==> config.mk <==
export PLATFORM = sky130hd
export DESIGN_NAME = websocket_frame_deframer_top
export DESIGN_NICKNAME = d
export VERILOG_FILES = /design/src/wsfd_pkg.sv /design/src/wsfd_in_reg.sv /design/src/wsfd_parser.sv /design/src/wsfd_out_reg.sv /design/src/websocket_frame_deframer_top.sv
export SDC_FILE = /design/constraint.sdc
export NUM_CORES = 1
export LEC_CHECK = 0
export ABC_CLOCK_PERIOD_IN_PS = 3900
export BUFFER_PORTS_ARGS = -buffer_cell sky130_fd_sc_hd__buf_2
export CORE_MARGIN = 8
export CORE_UTILIZATION = 40
export DETAILED_ROUTE_END_ITERATION = 12
export PLACE_DENSITY = 0.56
export SYNTH_ARGS = -nofsm -noshare
export SYNTH_HDL_FRONTEND = slang
export SYNTH_SLANG_ARGS = --single-unit
==> constraint.sdc <==
create_clock -name clk_i -period 3.9 [get_ports clk_i]
set_input_delay 0.78 -clock clk_i [delete_from_list [all_inputs] [get_ports clk_i]]
set_output_delay 0.78 -clock clk_i [all_outputs]
set_load 0.01 [all_outputs]
==> src/wsfd_pkg.sv <==
// Package for the WebSocket frame deframer: parse phases, header constants,
// and the structs passed between the input stage, the parser and the output stage.
// No dependencies.
package wsfd_pkg;

  typedef enum logic [2:0] {
    PH_HDR0 = 3'd0,
    PH_HDR1 = 3'd1,
    PH_EXT  = 3'd2,
    PH_KEY  = 3'd3,
    PH_PAY  = 3'd4
  } phase_e;

  // 7-bit length code that selects the 16-bit extended length field; the code above it selects the 64-bit field
  localparam logic [6:0] LenExt16 = 7'd126;

  // number of extended length bytes for each form
  localparam logic [3:0] ExtBytes16 = 4'd2;
  localparam logic [3:0] ExtBytes64 = 4'd8;

  localparam logic KindHeader  = 1'b0;
  localparam logic KindPayload = 1'b1;

  typedef struct packed {
    logic       valid;
    logic [7:0] data;
  } in_item_t;

  typedef struct packed {
    logic        valid;
    logic        kind;
    logic        fin;
    logic        rsv1;
    logic [3:0]  opcode;
    logic        masked;
    logic [63:0] length;
    logic [7:0]  pbyte;
    logic        last;
  } result_t;

endpackage

==> src/wsfd_in_reg.sv <==
// Input register stage of the WebSocket frame deframer.
// Holds one accepted byte until the parser consumes it. Uses wsfd_pkg.
module wsfd_in_reg (
  input  logic               clk_i,
  input  logic               rst_ni,
  input  logic               in_valid_i,
  output logic               in_stall_o,
  input  logic [7:0]         in_byte_i,
  input  logic               adv_i,
  output wsfd_pkg::in_item_t item_o
);

  logic       valid_q;
  logic       valid_d;
  logic [7:0] data_q;

  // stall only when a byte is held and the parser cannot take it this cycle
  assign in_stall_o = valid_q && !adv_i;
  assign valid_d    = in_stall_o ? valid_q : in_valid_i;

  always_ff @(posedge clk_i or negedge rst_ni) begin
    if (!rst_ni) begin
      valid_q <= 1'b0;
    end else begin
      valid_q <= valid_d;
    end
  end

  always_ff @(posedge clk_i) begin
    if (in_valid_i && !in_stall_o) begin
      data_q <= in_byte_i;
    end
  end

  assign item_o.valid = valid_q;
  assign item_o.data  = data_q;

endmodule

==> src/wsfd_parser.sv <==
// Frame parser of the WebSocket frame deframer: phase state, header fields,
// extended length, masking key and payload count, plus per-byte result logic.
// Uses wsfd_pkg.
module wsfd_parser (
  input  logic               clk_i,
  input  logic               rst_ni,
  input  wsfd_pkg::in_item_t item_i,
  input  logic               adv_i,
  output wsfd_pkg::result_t  res_o
);

  wsfd_pkg::phase_e phase_q, phase_d;
  logic        fin_q, fin_d;
  logic        rsv1_q, rsv1_d;
  logic [3:0]  opcode_q, opcode_d;
  logic        masked_q, masked_d;
  logic [3:0]  ext_cnt_q, ext_cnt_d;
  logic [63:0] len_q, len_d;
  logic [31:0] key_q, key_d;
  logic [1:0]  key_idx_q, key_idx_d;
  logic [63:0] rem_q, rem_d;
  logic        fire;
  logic        len_done;
  logic        emit_hdr;
  logic [7:0]  b;
  logic [7:0]  kb;

  assign fire = item_i.valid && adv_i;
  assign b    = item_i.data;
  // key byte 0 sits in the top byte of the key register
  assign kb   = masked_q ? key_q[{~key_idx_q, 3'b000} +: 8] : 8'd0;

  always_comb begin
    phase_d   = phase_q;
    fin_d     = fin_q;
    rsv1_d    = rsv1_q;
    opcode_d  = opcode_q;
    masked_d  = masked_q;
    ext_cnt_d = ext_cnt_q;
    len_d     = len_q;
    key_d     = key_q;
    key_idx_d = key_idx_q;
    rem_d     = rem_q;
    len_done  = 1'b0;
    emit_hdr  = 1'b0;
    res_o     = '0;

    if (fire) begin
      case (phase_q)
        wsfd_pkg::PH_HDR1: begin
          masked_d  = b[7];
          key_idx_d = 2'd0;
          if (b[6:0] < wsfd_pkg::LenExt16) begin
            len_d    = {57'd0, b[6:0]};
            len_done = 1'b1;
          end else begin
            len_d     = '0;
            ext_cnt_d = (b[6:0] == wsfd_pkg::LenExt16) ? wsfd_pkg::ExtBytes16
                                                       : wsfd_pkg::ExtBytes64;
            phase_d   = wsfd_pkg::PH_EXT;
          end
        end
        wsfd_pkg::PH_EXT: begin
          len_d     = {len_q[55:0], b};
          ext_cnt_d = ext_cnt_q - 4'd1;
          len_done  = (ext_cnt_d == 4'd0);
        end
        wsfd_pkg::PH_KEY: begin
          key_d     = {key_q[23:0], b};
          key_idx_d = key_idx_q + 2'd1;
          emit_hdr  = (key_idx_d == 2'd0);
        end
        wsfd_pkg::PH_PAY: begin
          key_idx_d    = key_idx_q + 2'd1;
          rem_d        = rem_q - 64'd1;
          res_o.valid  = 1'b1;
          res_o.kind   = wsfd_pkg::KindPayload;
          res_o.pbyte  = b ^ kb;
          res_o.last   = (rem_d == 64'd0);
          if (rem_d == 64'd0) begin
            phase_d = wsfd_pkg::PH_HDR0;
          end
        end
        default: begin
          fin_d    = b[7];
          rsv1_d   = b[6];
          opcode_d = b[3:0];
          masked_d = 1'b0;
          phase_d  = wsfd_pkg::PH_HDR1;
        end
      endcase

      // masked frames collect the key before the header goes out
      if (len_done) begin
        if (masked_d) begin
          key_d     = '0;
          key_idx_d = 2'd0;
          phase_d   = wsfd_pkg::PH_KEY;
        end else begin
          emit_hdr = 1'b1;
        end
      end

      if (emit_hdr) begin
        key_idx_d   = 2'd0;
        res_o.valid = 1'b1;
        res_o.kind  = wsfd_pkg::KindHeader;
        res_o.pbyte = 8'd0;
        if (len_d == 64'd0) begin
          res_o.last = 1'b1;
          phase_d    = wsfd_pkg::PH_HDR0;
        end else begin
          res_o.last = 1'b0;
          rem_d      = len_d;
          phase_d    = wsfd_pkg::PH_PAY;
        end
      end
    end

    res_o.fin    = fin_d;
    res_o.rsv1   = rsv1_d;
    res_o.opcode = opcode_d;
    res_o.masked = masked_d;
    res_o.length = len_d;
  end

  always_ff @(posedge clk_i or negedge rst_ni) begin
    if (!rst_ni) begin
      phase_q   <= wsfd_pkg::PH_HDR0;
      fin_q     <= 1'b0;
      rsv1_q    <= 1'b0;
      opcode_q  <= 4'd0;
      masked_q  <= 1'b0;
      ext_cnt_q <= 4'd0;
      len_q     <= '0;
      key_q     <= '0;
      key_idx_q <= 2'd0;
      rem_q     <= '0;
    end else begin
      phase_q   <= phase_d;
      fin_q     <= fin_d;
      rsv1_q    <= rsv1_d;
      opcode_q  <= opcode_d;
      masked_q  <= masked_d;
      ext_cnt_q <= ext_cnt_d;
      len_q     <= len_d;
      key_q     <= key_d;
      key_idx_q <= key_idx_d;
      rem_q     <= rem_d;
    end
  end

`ifndef SYNTHESIS
  a_pay_nonzero: assert property (@(posedge clk_i) disable iff (!rst_ni)
    phase_q == wsfd_pkg::PH_PAY |-> rem_q != 64'd0)
    else $error("payload phase with no bytes remaining");

  a_pay_result: assert property (@(posedge clk_i) disable iff (!rst_ni)
    fire && phase_q == wsfd_pkg::PH_PAY |-> res_o.valid && res_o.kind)
    else $error("payload byte gave no payload result");

  a_empty_hdr_last: assert property (@(posedge clk_i) disable iff (!rst_ni)
    res_o.valid && !res_o.kind |-> res_o.last == (res_o.length == 64'd0))
    else $error("header last flag disagrees with payload length");

  a_ext_count: assert property (@(posedge clk_i) disable iff (!rst_ni)
    phase_q == wsfd_pkg::PH_EXT |-> ext_cnt_q != 4'd0 && ext_cnt_q <= wsfd_pkg::ExtBytes64)
    else $error("extended length count out of range");
`endif

endmodule

==> src/wsfd_out_reg.sv <==
// Result register of the WebSocket frame deframer.
// Holds one result until the receiver takes it. Uses wsfd_pkg.
module wsfd_out_reg (
  input  logic              clk_i,
  input  logic              rst_ni,
  input  wsfd_pkg::result_t res_i,
  input  logic              out_stall_i,
  output logic              adv_o,
  output wsfd_pkg::result_t res_o
);

  logic              valid_q;
  logic              valid_d;
  wsfd_pkg::result_t data_q;

  // load when empty or when the held transaction leaves this cycle
  assign adv_o   = !valid_q || !out_stall_i;
  assign valid_d = adv_o ? res_i.valid : valid_q;

  always_ff @(posedge clk_i or negedge rst_ni) begin
    if (!rst_ni) begin
      valid_q <= 1'b0;
    end else begin
      valid_q <= valid_d;
    end
  end

  always_ff @(posedge clk_i) begin
    if (adv_o && res_i.valid) begin
      data_q <= res_i;
    end
  end

  always_comb begin
    res_o       = data_q;
    res_o.valid = valid_q;
  end

endmodule

==> src/websocket_frame_deframer_top.sv <==
// WebSocket frame deframer, top level.
// Input channel: one stream byte per transaction on in_byte_i (in_valid_i / in_stall_o).
// Frames follow each other with no gap: header byte zero, header byte one,
// an optional 2- or 8-byte big-endian length, an optional 4-byte masking key,
// then the payload.
// Output channel: one header result per frame (kind_o = 0) on the byte that
// completes the header, then one result per payload byte (kind_o = 1), unmasked
// when the frame is masked. last_of_frame_o marks the final result of a frame;
// a zero-length frame ends on its header result.
// Throughput: one byte per cycle while the receiver does not stall, set by the single
// parse pass between the input register and the result register.
// A byte accepted into the input register is parsed combinationally and its result
// is loaded into the result register, from which the receiver takes it.
// While the receiver stalls, the result register holds its transaction and one
// more byte is still taken into the input register; after that in_stall_o
// rises until the result leaves.
// Reset (rst_ni low) empties both registers and returns the parser to
// expect header byte zero of a new frame.
// Uses wsfd_pkg, wsfd_in_reg, wsfd_parser and wsfd_out_reg.
module websocket_frame_deframer_top (
  input  logic        clk_i,
  input  logic        rst_ni,
  input  logic        in_valid_i,
  output logic        in_stall_o,
  input  logic [7:0]  in_byte_i,
  output logic        out_valid_o,
  input  logic        out_stall_i,
  output logic        kind_o,
  output logic        fin_o,
  output logic        rsv1_o,
  output logic [3:0]  frame_opcode_o,
  output logic        masked_o,
  output logic [63:0] payload_length_o,
  output logic [7:0]  payload_byte_o,
  output logic        last_of_frame_o
);

  wsfd_pkg::in_item_t item;
  wsfd_pkg::result_t  res;
  wsfd_pkg::result_t  out_res;
  logic               adv;

  wsfd_in_reg u_in_reg (
    .clk_i      (clk_i),
    .rst_ni     (rst_ni),
    .in_valid_i (in_valid_i),
    .in_stall_o (in_stall_o),
    .in_byte_i  (in_byte_i),
    .adv_i      (adv),
    .item_o     (item)
  );

  wsfd_parser u_parser (
    .clk_i  (clk_i),
    .rst_ni (rst_ni),
    .item_i (item),
    .adv_i  (adv),
    .res_o  (res)
  );

  wsfd_out_reg u_out_reg (
    .clk_i       (clk_i),
    .rst_ni      (rst_ni),
    .res_i       (res),
    .out_stall_i (out_stall_i),
    .adv_o       (adv),
    .res_o       (out_res)
  );

  assign out_valid_o      = out_res.valid;
  assign kind_o           = out_res.kind;
  assign fin_o            = out_res.fin;
  assign rsv1_o           = out_res.rsv1;
  assign frame_opcode_o   = out_res.opcode;
  assign masked_o         = out_res.masked;
  assign payload_length_o = out_res.length;
  assign payload_byte_o   = out_res.pbyte;
  assign last_of_frame_o  = out_res.last;

endmodule

==> impl_metrics.csv, run 1 <==
group,metric,value,unit
global_routing,antenna_found_initial,0,
placement,gp_routability_congestion,0.957,
global_routing,grt_util_met2,36.3,%
synth,async_flop_share,66.7,%
clock_network,clk-insertion-delay-late,0.58,ns
sta,fmax,0.272,GHz
setup_path,cp-end-kind,"flip-flop",
detailed_routing,drc_errors,0,
power_and_ir_drop,p_sw,1.78,mW
power_and_ir_drop,powerDensity,414,nW/um^2
global_routing,grt_use_met1,29.8,%
die,fp.coreArea,33500,sq um
sta,setup_viol,0,
synth,synthTopCellsByArea,"dfrtp_1, edfxtp_1, nand2_1, o21ai_0, a21oi_1",
sta,finalSetupTns,0,ns
cells_and_area,fin_util,47.8,%
setup_path,crit_slowest_cell,"a2111oi_0",
cells_and_area,nets,1524,
setup_path,cp_max_fo,55,
power_and_ir_drop,pwr-share-seq,48.1,%
detailed_routing,routedWlPerCell,23.4,um
power_and_ir_drop,power.total,6.64,mW
power_and_ir_drop,power_frac_comb,9.9,%
synth,ys_seq_elements,267,
setup_path,criticalPathCategory,"reg2reg",
synth,synth_nets,1400,
die,num_rows,67,
detailed_routing,first_iter_violations,1272,
synth,avgSynthCellArea,9.86,sq um
power_and_ir_drop,clockPowerShare,42.0,%
sta,finalCritPeriodShare,94.1,%
sta,maxSlewHeadroom,36.2,%
global_routing,grt_overflow,0,
job,drv_cap,0,
setup_path,max_stage_delay,0.51,ns
clock_network,path_clk_slew,0.07,ns
die,dieArea,40300,sq um
synth,yosys_warnings,0,
synth,seq_area_frac_synth,52.2,%
synth,synthTopCellsByCount,"nand2_1, dfrtp_1, o21ai_0, a21oi_1, edfxtp_1",
synth,yosysMostFrequentCell,"nand2_1",
cells_and_area,antenna_cells,0,
placement,portBuffers,94,
cells_and_area,drive_gt1_share,18.4,%
global_routing,grt_start_max_net_pins,127,
synth,yosysTopAreaCell,"dfrtp_1",
detailed_routing,antenna_left,0,
clock_network,cts_sinks,267,
global_routing,met3_usage,2.89,%
synth,ys.flop_type,"dfrtp_1",
clock_network,cts_hold_buffers,0,
synth,synth_top_area_share,32.7,%
sta,period_needed,3.67,ns
die,fp.dieW,201,um
sta,slew_viol_final,0,
detailed_routing,routed_wl,46200,um
worst_hold_path,hp-class,"in2async",
cells_and_area,syn2layout_area_growth,17.6,%
placement,dp_hpwl,33200,um
setup_path,path_cells,"buf_4 -> nor2b_1 -> buf_4 -> nand2b_1 -> nand2_1 -> a2111oi_0 -> nand4_1 -> o21a_2 -> buf_12 -> and2_0 -> a311oi_1",
setup_path,critPathMostFrequentCell,"buf_4",
detailed_routing,dr.pass1.iters,6,
global_routing,grt_pass1_vias,11400,
synth,synth-edff-count,89,
die,die_y,201,um
synth,synth_area,13600,sq um
die,ioPinCount,95,
clock_network,cts_buffers,29,
power_and_ir_drop,cell_internal_pwr,4.86,mW
synth,syn_inst,1383,
sta,hold_violations,0,
setup_path,crit_buf_inv,3,
power_and_ir_drop,p_leak,6.31,nW
run_status,outcome,"finished, final reports clean",
die,initial_core_util,40.7,%
clock_network,clockBufferDepth,3,
setup_path,arrival,4.13,ns
clock_network,cts_tree,"built",
sta,grt_setup_unrepaired,"no",
clock_network,h-tree-depth,1,
global_routing,grt_busiest_layer,"met2",
sta,worstMarginPinSlew,0.956,ns
global_routing,grt_pass1_wl,70900,um
setup_path,cp_top_family,"simple AND/OR/NAND/NOR gates",
synth,synth_cell_types,65,
sta,finalClockSkew,0.0236,ns
global_routing,grt_use_total,22.2,%
setup_path,cp-start-kind,"flip-flop",
power_and_ir_drop,irDropWorstVdd,0.000349,V
power_and_ir_drop,sw_frac_of_total,26.8,%
clock_network,cts-root-buf,"clkbuf_16",
detailed_routing,vias,11700,
setup_path,crit_required,4.36,ns
detailed_routing,viasPerCell,5.92,
registers in the layout, indices dropped and copies added (netlist names):
register and cells:
u_parser.len_q 64, u_parser.rem_q 64, u_parser.ext_cnt_q 4, u_parser.rsv1_q 1
u_parser.phase_q 3, u_parser.opcode_q 4, u_in_reg.valid_q 1, u_parser.masked_q 1
u_parser.key_idx_q 2, u_parser.fin_q 1, u_parser.key_q 32, u_out_reg.valid_q 1
u_out_reg.res_o 81, u_in_reg.data_q 8
metrics by stage:
stage          cell area (sq um)  worst slack [ns]  hold slack (ns)  cells
3_3_place_gp               15000             0.100            0.479   1923
5_1_grt                    16000            0.0281            0.339   1978
2_1_floorplan              13600             0.239            0.458   1383
3_5_place_dp               15000            0.0409            0.484   1923
4_1_cts                    16000            0.0438            0.316   1977
6_report                   16000             0.229            0.262   1978
cell type report:
cell class,count,area (sq um)
clock buffer,37,797
clock inverter,17,163
fill,3158,17500
inverter,14,53.8
multi-input combinational,1010,6130
sequential,267,7130
tap,448,561
timing repair buffer,185,1210
power groups by stage:
stage	combinational, mW	clock (mW)	sequential [mW]
after floorplan	0.412	0	3.21
after global placement	0.655	0	3.25
after detailed placement	0.660	0	3.25
after CTS	0.664	2.84	3.19
after global routing	0.729	2.94	3.21
final	0.655	2.79	3.20
layer usage:
layer	share of wire, %	wire length (um)
met1	44	20300
met2	47	21900
met3	4.8	2230
met4	4.0	1840
met5	0	0
path summary, 6_finish.rpt:
check,from,end,slack (ns),depth (start not counted)
max,u_parser.phase_q[2],u_parser.rem_q[58],0.23,11
min,rst_ni,u_parser.key_q[30],0.26,1
max reg2reg,u_parser.phase_q[2],u_parser.rem_q[58],0.23,11
min reg2reg,u_parser.opcode_q[3],u_parser.opcode_q[3],0.49,1
max in group asynchronous,rst_ni,u_parser.rem_q[51],2.68,2
min in group clk_i,in_byte_i[7],u_in_reg.data_q[7],0.38,1
cells in the final DEF, fill, tap and decap left out, types with 30 or more instances in the layout:
master     netlist  layout
nand2_1        202     201
nor3_1          37      36
nor2_1          86      84
nor3b_1         31      30
a22oi_1         33      33
clkbuf_16        0      30
o21ai_0        105     105
edfxtp_1        89      89
nor4_1          32      31
a21oi_1         92      92
buf_4            0      87
a221oi_1        33      31
dfrtp_1        178     176
nor2b_1         45      44
buf_2           21      93
cell families (layout without fill, tap and decap cells):
logic type / Yosys count / after routing / share of synthesized area [%]
xor gates and xnor gates: 25 / 25 / 1.61
and+or+nand+nor: 582 / 582 / 22.0
adders and majority gates: 5 / 5 / 0.459
buffers and inverters: 106 / 253 / 3.22
DFF: 267 / 267 / 52.2
muxes: 16 / 16 / 1.98
AOI/OAI and AO/OA: 382 / 382 / 18.4
repair_timing:
item                       CTS  global route
gates resized for setup      0             5
setup buffers                0             1
hold endpoints to repair     0             0
setup endpoints to repair    0            57
Note: power is estimated with default switching activity, not from simulation.
==> run 2, diff against run 1 <==
--- a/config.mk
+++ b/config.mk
@@ -13,4 +13,5 @@
 export PLACE_DENSITY = 0.56
 export SYNTH_ARGS = -nofsm -noshare
 export SYNTH_HDL_FRONTEND = slang
+export SYNTH_HIERARCHICAL = 1
 export SYNTH_SLANG_ARGS = --single-unit
==> run 2 against run 1 <==
Effect of this change:
- global-route usage shrank 0.60 points
- largest cell class unchanged
- core utilization shrank 1.3 points
- wire length shrank 0.96%
- sequential cell count is the same
- fmax grew 2.0%
- first-iteration DRC count shrank 19%
- cell count grew 1.3%
- sequential power grew 7.2%
==> impl_metrics.csv, run 2 <==
group,metric,value,unit
synth,syn_inst,1449,
worst_hold_path,hp-class,"in2async",
cells_and_area,nets,1543,
die,dieArea,40900,sq um
cells_and_area,antenna_cells,0,
die,num_rows,68,
power_and_ir_drop,irDropWorstVdd,0.000340,V
cells_and_area,layout_commonest_cell,"nand2_1",
setup_path,cp_max_fo,7,
clock_network,postCtsResizedCells,0,
synth,synthTopCellsByCount,"nand2_1, dfrtp_1, nor2_1, a21oi_1, edfxtp_1",
job,drv_cap,0,
cells_and_area,mostFrequentLayoutCells,"nand2_1, dfrtp_1, nor2_1, a21oi_1, buf_2",
setup_path,max_stage_delay,0.59,ns
die,fp.coreArea,34400,sq um
synth,yosysTopAreaCell,"dfrtp_1",
sta,maxSlewHeadroom,26.6,%
detailed_routing,routedWlPerCell,22.8,um
clock_network,cts_hold_buffers,0,
synth,seq_area_frac_synth,51.3,%
placement,portBuffers,94,
die,die_y,202,um
sta,finalClockSkew,0.0169,ns
detailed_routing,first_iter_violations,1029,
global_routing,antenna_found_initial,0,
sta,holdWs,0.221,ns
setup_path,crit_required,4.32,ns
synth,yosysMostFrequentCell,"nand2_1",
sta,finalSetupTns,0,ns
sta,finalCritPeriodShare,92.3,%
synth,ys_seq_elements,267,
cells_and_area,syn2layout_area_growth,15.2,%
global_routing,grt_pass1_vias,11500,
global_routing,grt_start_max_net_pins,65,
detailed_routing,viasPerCell,5.96,
sta,grt_setup_unrepaired,"no",
detailed_routing,antenna_left,0,
detailed_routing,routed_wl,45800,um
clock_network,cts_tree,"built",
synth,synth_cell_types,81,
clock_network,cts-root-buf,"clkbuf_16",
setup_path,crit_buf_inv,0,
sta,worstMarginPinSlew,1.10,ns
clock_network,path_clk_slew,0.06,ns
die,initial_core_util,40.4,%
setup_path,cp-end-kind,"flip-flop",
setup_path,cp_top_family,"simple AND/OR/NAND/NOR gates",
clock_network,clk-insertion-delay-late,0.56,ns
synth,yosys_warnings,6,
setup_path,criticalPathCategory,"reg2reg",
power_and_ir_drop,powerDensity,460,nW/um^2
cells_and_area,drive_gt1_share,16.3,%
synth,synth-edff-count,89,
placement,dp_hpwl,33200,um
die,fp.dieW,202,um
cells_and_area,fillerInstances,3299,
run_status,outcome,"finished, final reports clean",
global_routing,grt_use_total,21.7,%
synth,synth_area,13900,sq um
cells_and_area,largest_reg_flops,81,
sta,period_needed,3.60,ns
detailed_routing,drc_errors,0,
placement,gp_routability_congestion,0.916,
synth,synthTopCellsByArea,"dfrtp_1, edfxtp_1, nand2_1, nor2_1, a21oi_1",
global_routing,grt_pass1_wl,70000,um
setup_path,cp-start-kind,"flip-flop",
sta,fmax,0.278,GHz
setup_path,crit_slowest_cell,"a2111oi_0",
synth,synth_nets,1466,
power_and_ir_drop,p_leak,6.21,nW
detailed_routing,dr.pass1.iters,5,
clock_network,cts_sinks,267,
setup_path,path_cells,"or3_1 -> or2_1 -> a2111oi_0 -> o2111ai_1 -> nor4_1 -> and4_1 -> nand4_1 -> a211oi_1 -> a21oi_1",
synth,async_flop_share,66.7,%
die,ioPinCount,95,
global_routing,grt_overflow,0,
clock_network,clockBufferDepth,3,
detailed_routing,vias,11900,
synth,ys.flop_type,"dfrtp_1",
sta,hold_violations,0,
sta,setup_viol,0,
power_and_ir_drop,power.total,7.36,mW
clock_network,h-tree-depth,1,
setup_path,arrival,4.02,ns
sta,slew_viol_final,0,
clock_network,cts_buffers,29,
synth,synth_top_area_share,32.1,%
synth,avgSynthCellArea,9.59,sq um
clock_network,post_cts_buffers,0,
-- run 2: cell types whose count changed after synthesis, moves of 15 or more --
| cell | previous run | this run |
|---|---|---|
| nand2_1 | 202 | 250 |
| nor2_1 | 86 | 126 |
| nor2b_1 | 45 | 5 |
| a221oi_1 | 33 | 5 |
| o21ai_0 | 105 | 80 |
| a22oi_1 | 33 | 49 |
| a31oi_1 | 4 | 19 |
-- run 2: cell type report --
cell class	instances	area (sq um)	share of cell area, %
well taps	455	569	3.56
inverters	12	45.0	0.282
multi-input cells	1062	6240	39.0
flip-flops and latches	267	7130	44.6
clock buffers	38	790	4.93
clock inverters	15	210	1.31
repair buffers	154	1020	6.36
-- run 2: path summary, 6_finish.rpt --
check	start	to	slack (ns)	depth (start not counted)
min	rst_ni	u_parser/rem_q[60]	0.22	1
min in group clk_i	in_byte_i[3]	u_in_reg/data_q[3]	0.40	1
max	u_parser/rem_q[29]	u_parser/phase_q[2]	0.30	9
max in group asynchronous	rst_ni	u_parser/phase_q[0]	2.87	2
max reg2reg	u_parser/rem_q[29]	u_parser/phase_q[2]	0.30	9
min reg2reg	u_parser/fin_q	u_parser/fin_q	0.49	1
-- run 2: cells by family (layout without fill, tap and decap cells) --
logic type | Yosys count | after routing | share of synthesized area [%]
XOR/XNOR | 26 | 26 | 1.64
multiplexers | 21 | 21 | 2.31
AND/OR/NAND/NOR | 642 | 642 | 22.9
adder cells (fa/ha/maj) | 5 | 5 | 0.450
buffers and inverters | 120 | 219 | 3.95
flip-flops | 267 | 267 | 51.3
AO/OA/AOI/OAI | 368 | 368 | 17.5
-- run 2: routing by layer --
metal	global-route usage [%]	up-vias	wire length [um]
met2	35.7	489	21900
met3	3.75	96	3050
met4	8.24	0	1790
met1	28.1	5840	19000
met5	0	-	0
li1	-	5517	-
-- run 2: where the power goes --
part	switching [mW]	internal [mW]	total, mW
sequential	0.257	3.18	3.43
combinational	0.672	0.362	1.03
clock	1.14	1.75	2.89
total	2.07	5.29	7.36
-- run 2: stage by stage --
step	cell area [sq um]	instances	setup slack (ns)	util, %
6_report	16000	2003	0.302	46.5
5_1_grt	16000	2003	0.0576	46.5
4_1_cts	16000	2003	0.377	46.5
3_5_place_dp	15000	1950	0.403	43.6
3_3_place_gp	15000	1950	0.401	43.6
2_1_floorplan	13900	1449	0.402	-
